### config.mk
export PLATFORM = sky130hd
export DESIGN_NAME = byte_size_text_parser_top
export DESIGN_NICKNAME = d
export VERILOG_FILES = /design/src/hdl/bstp_pkg.sv /design/src/hdl/bstp_mul_stage.sv /design/src/hdl/byte_size_text_parser_top.sv
export SDC_FILE = /design/constraint.sdc
export NUM_CORES = 2
export LEC_CHECK = 0
export CAP_MARGIN = 20
export CORE_AREA = 4 4 368 552
export CTS_BUF_LIST = sky130_fd_sc_hd__clkbuf_16
export CTS_CLUSTER_DIAMETER = 40
export CTS_CLUSTER_SIZE = 8
export DETAILED_ROUTE_END_ITERATION = 10
export DIE_AREA = 0 0 372 556
export DONT_BUFFER_PORTS = 1
export GPL_TIMING_DRIVEN = 1
export SYNTH_ARGS = -nofsm -noshare
export SYNTH_HDL_FRONTEND = slang
export SYNTH_SLANG_ARGS = --single-unit
### constraint.sdc
create_clock -name i_clk -period 8.3 [get_ports i_clk]
set_clock_uncertainty 0.2 [all_clocks]
set_input_delay 0.415 -clock i_clk [delete_from_list [all_inputs] [get_ports i_clk]]
set_output_delay 0.415 -clock i_clk [all_outputs]
set_load 0.02 [all_outputs]
### src/hdl/bstp_pkg.sv
// ----------------------------------------------------------------------------
// bstp_pkg
// Types and constants shared by the byte size text parser modules.
// ----------------------------------------------------------------------------
`default_nettype none

package bstp_pkg;

    localparam int unsigned CHAR_W  = 16;
    localparam int unsigned VALUE_W = 64;
    localparam int unsigned STEP_W  = 11;
    localparam int unsigned EXP_W   = 3;
    localparam int unsigned MUL_STAGES = 4;

    localparam logic [1:0] ST_OK      = 2'd0;
    localparam logic [1:0] ST_INVALID = 2'd1;
    localparam logic [1:0] ST_RANGE   = 2'd2;

    localparam logic [CHAR_W-1:0] CH_B = 16'h0042;
    localparam logic [CHAR_W-1:0] CH_K = 16'h004B;
    localparam logic [CHAR_W-1:0] CH_M = 16'h004D;
    localparam logic [CHAR_W-1:0] CH_G = 16'h0047;
    localparam logic [CHAR_W-1:0] CH_T = 16'h0054;

    localparam logic [STEP_W-1:0] STEP_BIN = 11'd1024;
    localparam logic [STEP_W-1:0] STEP_DEC = 11'd1000;

    typedef enum logic [1:0] {
        PH_LEAD,
        PH_NUMBER,
        PH_UNIT
    } t_phase;

    typedef struct packed {
        logic [1:0]         status;
        logic [VALUE_W-1:0] value;
        logic [EXP_W-1:0]   mul_count;
        logic               decimal;
    } t_stage;

endpackage

`default_nettype wire

### src/hdl/bstp_mul_stage.sv
// ----------------------------------------------------------------------------
// bstp_mul_stage
// One pipeline stage of the unit scaling: multiplies by 1024 or 1000 while
// multiplies remain, flags overflow as out of range.
// ----------------------------------------------------------------------------
`default_nettype none

module bstp_mul_stage
    import bstp_pkg::*;
(
    input  wire logic   i_clk,
    input  wire logic   i_rst_n,
    input  wire logic   i_up_valid,
    input  wire t_stage i_up_item,
    output logic        o_up_ready,
    input  wire logic   i_dn_ready,
    output logic        o_dn_valid,
    output t_stage      o_dn_item
);

    localparam int unsigned PROD_W = VALUE_W + STEP_W;

    logic              r_valid;
    t_stage            r_item;
    t_stage            n_item;
    logic [STEP_W-1:0] step;
    logic [PROD_W-1:0] prod;

    assign step = i_up_item.decimal ? STEP_DEC : STEP_BIN;
    assign prod = PROD_W'(i_up_item.value) * PROD_W'(step);

    always_comb begin
        n_item = i_up_item;
        if (i_up_item.status == ST_OK && i_up_item.mul_count != '0) begin
            n_item.mul_count = i_up_item.mul_count - EXP_W'(1);
            if (|prod[PROD_W-1:VALUE_W]) begin
                n_item.status = ST_RANGE;
                n_item.value  = '0;
            end else begin
                n_item.value = prod[VALUE_W-1:0];
            end
        end
    end

    assign o_up_ready = !r_valid || i_dn_ready;

    always_ff @(posedge i_clk) begin
        if (!i_rst_n) begin
            r_valid <= 1'b0;
        end else if (o_up_ready) begin
            r_valid <= i_up_valid;
        end
    end

    always_ff @(posedge i_clk) begin
        if (o_up_ready) begin
            r_item <= n_item;
        end
    end

    assign o_dn_valid = r_valid;
    assign o_dn_item  = r_item;

endmodule

`default_nettype wire

### src/hdl/byte_size_text_parser_top.sv
// ----------------------------------------------------------------------------
// byte_size_text_parser_top
// Parses a human readable size string, one character per word, into a byte
// count with ok / invalid / out of range status.
// ----------------------------------------------------------------------------
// Takes one character word every cycle while o_in_stall is low, with no gaps
// needed between strings. The result of a string is registered after the word
// marked last is accepted: the accepting edge registers the character parse and
// unit decode, then four pipelined multiply stages follow (one per unit power,
// 1024 or 1000), the last of which is the output register. Results can leave at
// one per cycle, so even strings of one character each run at full rate; a
// stalled output fills the pipeline before the input stalls. decimal_base is
// written through the configuration channel, which is always ready, and must
// only change while no string is in flight.
`default_nettype none

module byte_size_text_parser_top
    import bstp_pkg::*;
(
    input  wire logic                i_clk,
    input  wire logic                i_rst_n,
    input  wire logic                i_in_valid,
    output logic                     o_in_stall,
    input  wire logic [CHAR_W-1:0]   i_char_code,
    input  wire logic                i_char_present,
    input  wire logic                i_last_char,
    output logic                     o_out_valid,
    input  wire logic                i_out_stall,
    output logic [1:0]               o_status,
    output logic [VALUE_W-1:0]       o_byte_count,
    input  wire logic                i_cfg_valid,
    output logic                     o_cfg_ready,
    input  wire logic                i_decimal_base
);

    logic r_decimal_base;

    t_phase             r_phase,   n_phase;
    logic [VALUE_W-1:0] r_value,   n_value;
    logic               r_seen,    n_seen;
    logic               r_ovf,     n_ovf;
    logic [1:0]         r_ulen,    n_ulen;
    logic [1:0]         r_pend,    n_pend;
    logic [CHAR_W-1:0]  r_first,   n_first;
    logic [CHAR_W-1:0]  r_second,  n_second;

    logic               accept;
    logic               is_ws;
    logic               is_digit;
    logic               take_unit;
    logic [VALUE_W+3:0] digit_prod;
    logic [2:0]         unit_pos;

    logic               r_s0_valid;
    t_stage             r_s0;
    t_stage             fin;
    logic               s0_ready;

    logic               stg_valid [MUL_STAGES+1];
    t_stage             stg_item  [MUL_STAGES+1];
    logic               stg_ready [MUL_STAGES+1];

    // configuration
    assign o_cfg_ready = 1'b1;

    always_ff @(posedge i_clk) begin
        if (!i_rst_n) begin
            r_decimal_base <= 1'b0;
        end else if (i_cfg_valid && o_cfg_ready) begin
            r_decimal_base <= i_decimal_base;
        end
    end

    // character parse
    assign accept     = i_in_valid && !o_in_stall;
    assign o_in_stall = !s0_ready;

    assign is_ws    = (i_char_code >= 16'd9 && i_char_code <= 16'd13) ||
                      i_char_code == 16'd32;
    assign is_digit = i_char_code >= 16'd48 && i_char_code <= 16'd57;

    assign digit_prod = ({4'b0, r_value} << 3) + ({4'b0, r_value} << 1) +
                        {{VALUE_W{1'b0}}, i_char_code[3:0]};
    assign unit_pos   = {1'b0, r_ulen} + {1'b0, r_pend};

    always_comb begin
        n_phase   = r_phase;
        n_value   = r_value;
        n_seen    = r_seen;
        n_ovf     = r_ovf;
        n_ulen    = r_ulen;
        n_pend    = r_pend;
        n_first   = r_first;
        n_second  = r_second;
        take_unit = 1'b0;
        if (accept && i_char_present) begin
            case (r_phase)
                PH_LEAD: begin
                    if (is_digit) begin
                        n_phase = PH_NUMBER;
                    end else if (!is_ws) begin
                        n_phase   = PH_UNIT;
                        take_unit = 1'b1;
                    end
                end
                PH_NUMBER: begin
                    if (!is_digit) begin
                        n_phase   = PH_UNIT;
                        take_unit = 1'b1;
                    end
                end
                PH_UNIT: begin
                    take_unit = 1'b1;
                end
                default: begin
                    n_phase = PH_LEAD;
                end
            endcase
            if (is_digit && (r_phase == PH_LEAD || r_phase == PH_NUMBER)) begin
                n_seen = 1'b1;
                if (!r_ovf) begin
                    if (|digit_prod[VALUE_W+3:VALUE_W]) begin
                        n_ovf   = 1'b1;
                        n_value = '0;
                    end else begin
                        n_value = digit_prod[VALUE_W-1:0];
                    end
                end
            end
            if (take_unit) begin
                if (is_ws) begin
                    if (r_ulen != 2'd0 && r_pend != 2'd3) begin
                        n_pend = r_pend + 2'd1;
                    end
                end else begin
                    if (unit_pos == 3'd0) begin
                        n_first = i_char_code;
                    end
                    if (unit_pos == 3'd1) begin
                        n_second = i_char_code;
                    end
                    n_ulen = (unit_pos >= 3'd2) ? 2'd3 : 2'(unit_pos + 3'd1);
                    n_pend = 2'd0;
                end
            end
        end
    end

    // end of string decode
    always_comb begin
        fin.status    = ST_OK;
        fin.value     = '0;
        fin.mul_count = '0;
        fin.decimal   = r_decimal_base;
        if (!n_seen) begin
            fin.status = ST_INVALID;
        end else if (n_ovf) begin
            fin.status = ST_RANGE;
        end else if (n_ulen == 2'd3 || (n_ulen == 2'd2 && n_second != CH_B)) begin
            fin.status = ST_INVALID;
        end else begin
            fin.value = n_value;
            if (n_ulen != 2'd0 && n_first != CH_B) begin
                case (n_first)
                    CH_K:    fin.mul_count = EXP_W'(1);
                    CH_M:    fin.mul_count = EXP_W'(2);
                    CH_G:    fin.mul_count = EXP_W'(3);
                    CH_T:    fin.mul_count = EXP_W'(4);
                    default: begin
                        fin.status = ST_INVALID;
                        fin.value  = '0;
                    end
                endcase
            end
        end
    end

    always_ff @(posedge i_clk) begin
        if (!i_rst_n || (accept && i_last_char)) begin
            r_phase  <= PH_LEAD;
            r_value  <= '0;
            r_seen   <= 1'b0;
            r_ovf    <= 1'b0;
            r_ulen   <= 2'd0;
            r_pend   <= 2'd0;
            r_first  <= '0;
            r_second <= '0;
        end else begin
            r_phase  <= n_phase;
            r_value  <= n_value;
            r_seen   <= n_seen;
            r_ovf    <= n_ovf;
            r_ulen   <= n_ulen;
            r_pend   <= n_pend;
            r_first  <= n_first;
            r_second <= n_second;
        end
    end

    // decoded result register
    assign s0_ready = !r_s0_valid || stg_ready[0];

    always_ff @(posedge i_clk) begin
        if (!i_rst_n) begin
            r_s0_valid <= 1'b0;
        end else if (s0_ready) begin
            r_s0_valid <= accept && i_last_char;
        end
    end

    always_ff @(posedge i_clk) begin
        if (s0_ready) begin
            r_s0 <= fin;
        end
    end

    // unit scaling pipeline
    assign stg_valid[0] = r_s0_valid;
    assign stg_item[0]  = r_s0;
    assign stg_ready[MUL_STAGES] = !i_out_stall;

    for (genvar g = 0; g < MUL_STAGES; g++) begin : g_mul
        bstp_mul_stage u_stage (
            .i_clk      (i_clk),
            .i_rst_n    (i_rst_n),
            .i_up_valid (stg_valid[g]),
            .i_up_item  (stg_item[g]),
            .o_up_ready (stg_ready[g]),
            .i_dn_ready (stg_ready[g+1]),
            .o_dn_valid (stg_valid[g+1]),
            .o_dn_item  (stg_item[g+1])
        );
    end

    assign o_out_valid  = stg_valid[MUL_STAGES];
    assign o_status     = stg_item[MUL_STAGES].status;
    assign o_byte_count = stg_item[MUL_STAGES].value;

endmodule

`default_nettype wire

==> impl_metrics.env <==
export IMPL_cts_path_max_buffers=3
export IMPL_fin_area_um2=84600
export IMPL_die_h_um=556
export IMPL_grt_pass1_vias=65900
export IMPL_synth_seq_cells=456
export IMPL_startpoint_type="register"
export IMPL_place_ws_ns=0.435
export IMPL_crit_reg2reg_launch="g_mul[1].u_stage.o_dn_item[0]"
export IMPL_grt_max_degree=110
export IMPL_synth_most_common_cell="ha_1"
export IMPL_netlist_top_cell_by_area="fa_1"
export IMPL_worstRegToRegCells=22
export IMPL_relSlewSlack=0.194
export IMPL_post_route_period_util=0.948
export IMPL_required_ns=8.55
export IMPL_hp_class="in2reg"
export IMPL_wirelength_um=216000
export IMPL_place_area_um2=81400
export IMPL_reg2reg_to="g_mul[2].u_stage.o_dn_item[69]"
export IMPL_cts_buffers=83
export IMPL_cts_tree="done"
export IMPL_grt_ovfl_total=0
export IMPL_drc_errors=0
export IMPL_met3_usage=0.0166
export IMPL_yosys_warnings=0
export IMPL_holdPathEnd="r_phase[1]"
export IMPL_status="completed"
export IMPL_num_rows=200
export IMPL_crit_path_max_fanout=71
export IMPL_wl_per_cell_um=19.6
export IMPL_finalHoldViolCount=0
export IMPL_initial_core_util=0.399
export IMPL_ys_flop_type="edfxtp_1"
export IMPL_worstMarginPinSlew_ns=1.20
export IMPL_die_w_um=372
export IMPL_layout_drive_gt1_share=0.0617
export IMPL_num_io_pins=93
export IMPL_drt_iter0_markers=3276
export IMPL_via_per_inst=5.59
export IMPL_avgSynthCellArea_um2=9.15
export IMPL_setup_slack_ns=0.432
export IMPL_clk_pin_slew_ns=0.05
export IMPL_gp_congestion=0.998
export IMPL_crit_type="reg2reg"
export IMPL_ys_top_cells_by_area="fa_1 22%, ha_1 18%, edfxtp_1 13%"
export IMPL_stdcell_count=11000
export IMPL_dp_hpwl_um=179000
export IMPL_power_density_nw_per_um2=72.9
export IMPL_via_count=61400
export IMPL_synth_fp_nets=10700
export IMPL_dp_cells=10800
export IMPL_grt_busiest_layer="met2"
export IMPL_synth_edf_count=346
export IMPL_cts_root_buf="clkbuf_16"
export IMPL_cellLeakagePower_uw=0.0436
export IMPL_first_pass_iters=6
export IMPL_syn_inst=8643
export IMPL_cts_sinks=456
export IMPL_ys_async_sr_fraction=0
export IMPL_maxCapViolations=0
export IMPL_yosysUniqueCellTypes=94
export IMPL_cp_end_kind="register"
export IMPL_postLayoutCoreUtil=0.427
export IMPL_portBuffers=0
export IMPL_coreArea_um2=198000
export IMPL_grt_pass1_wl_um=350000
export IMPL_netlist_area_um2=79100
export IMPL_reg2reg_slack_ns=0.43
export IMPL_insertion_delay_ns=0.71
export IMPL_vdd_ir_drop_max_v=0.000176
export IMPL_ys_seq_area_frac=0.159
export IMPL_fmax_mhz=127
export IMPL_ant_nets=0
export IMPL_antenna_found_initial=1
export IMPL_grtUsageMet1=0.231
export IMPL_num_fill_cells=19200
export IMPL_min_from="i_char_code[4]"
export IMPL_yosysTopAreaCellShare=0.219
export IMPL_nets=10300
export IMPL_finalSetupViolCount=0
export IMPL_grt_use_total=0.208
export IMPL_htreeDepth=3
export IMPL_use_met2=0.389
export IMPL_setup_tns_final_ns=0
export IMPL_worstPathArrival_ns=8.11
export IMPL_ys_top_cells_by_count="1,150 x ha_1, 889 x nand2_1, 863 x fa_1"
export IMPL_rsz0062_at_grt="no"
export IMPL_finalMaxSlewViolations=0
export IMPL_fin_crit_ns=7.87
export IMPL_design_die_area_um2=207000
export IMPL_syn2layout_area_growth_pct=6.98
export IMPL_min_path_cells=5
cell usage in the layout, fill, tap and decap left out, drive strengths merged, types with 60 or more instances in the layout:
cell and count:
edfxtp 346, nor2 361, o22ai 60, a21oi 666, inv 614, a21boi 122
xor2 286, o21ai 505, a21o 147, fa 863, nand2 890, ha 1150
xnor2 236, nand3 84, nor3 82, or4 60, mux2 137, nand4 104
o31ai 159, buf 143, and2 322, clkbuf 84, dfxtp 110, and3 141
logic make-up after synthesis:
| group | count (synthesis) | share of synthesized area |
|---|---|---|
| AO/OA/AOI/OAI | 2010 | 0.158 |
| adder cells (fa/ha/maj) | 2013 | 0.401 |
| other | 1 | 0.0000474 |
| buffers and inverters | 1180 | 0.0566 |
| multiplexers | 186 | 0.0257 |
| AND/OR/NAND/NOR | 2275 | 0.142 |
| flip-flops | 456 | 0.159 |
| XOR/XNOR | 522 | 0.0578 |
final cells by class:
type	instances	area, um^2	share of cell area
multi-input cells	7007	62100	0.735
clock buffers	84	2100	0.0249
clock inverters	62	732	0.00866
repair buffers	171	1530	0.0181
diodes	1	2.50	0.0000296
inverters	584	2190	0.0259
well taps	2626	3290	0.0389
flip-flops and latches	456	12600	0.149
metrics by stage:
step | power [uW] | hold slack, ns
5_1_grt | 6380 | 0.0847
4_1_cts | 6250 | 0.00214
3_5_place_dp | 2770 | 0.279
6_report | 6160 | 0.0576
3_3_place_gp | 2760 | 0.268
2_1_floorplan | 2700 | 0.208
what timing repair did:
action                     CTS  global route
setup endpoints to repair    0            37
setup buffers                0             1
resized for setup            0             2
hold endpoints to repair    55             0
hold buffers                28             0
worst max-delay path by stage:
| stage | slack [ns] | end | startpoint | cells past startpoint |
|---|---|---|---|---|
| final | 0.43 | g_mul[2].u_stage.o_dn_item[69] | g_mul[1].u_stage.o_dn_item[0] | 22 |
| after global routing | 0.007 | g_mul[2].u_stage.o_dn_item[9] | g_mul[1].u_stage.o_dn_item[0] | 21 |
| after CTS | 0.42 | g_mul[0].u_stage.o_dn_item[51] | r_s0[0] | 24 |
| after detailed placement | 0.43 | g_mul[0].u_stage.o_dn_item[7] | r_s0[0] | 23 |
| after global placement | 0.50 | g_mul[0].u_stage.o_dn_item[7] | r_s0[0] | 25 |
| after floorplan | 1.31 | g_mul[2].u_stage.o_dn_item[66] | g_mul[1].u_stage.o_dn_item[0] | 24 |
flip-flops by register name, indices dropped and copies added (netlist names):
name                      count
r_decimal_base                1
r_s0_valid                    1
r_first                      16
r_value                      64
r_pend                        2
r_ovf                         1
r_ulen                        2
g_mul.u_stage.o_dn_item     276
r_seen                        1
r_s0                         70
r_second                     16
g_mul.u_stage.o_dn_valid      4
r_phase                       2
critical path, stage by stage, from the launching register on:
cell	delay, ns
edfxtp_1	0.53
buf_12	0.24
and2_1	0.32
fa_1	0.58
inv_1	0.06
fa_1	0.55
fa_1	0.44
fa_1	0.49
inv_1	0.04
ha_1	0.27
ha_1	0.42
inv_1	0.14
nor3_1	0.39
nand3_1	0.29
nor4_1	0.68
a221oi_1	0.30
o211ai_1	0.17
a31oi_1	0.16
xnor2_1	0.22
nor4_1	0.34
nand4b_1	0.20
buf_12	0.22
o22a_1	0.22
report_power, final:
part / leakage [uW] / internal [uW] / switching, uW
registers: 0.00513 / 2440 / 9.78
logic: 0.0371 / 118 / 181
clock network: 0.00145 / 2190 / 1230
total: 0.0436 / 4740 / 1420
routing by layer:
metal	vias up	wire length, um
met5	-	0
met4	0	13100
met3	499	5910
met2	1335	112000
met1	30000	84700
li1	29500	-
Note: power is estimated with default switching activity, not from simulation.
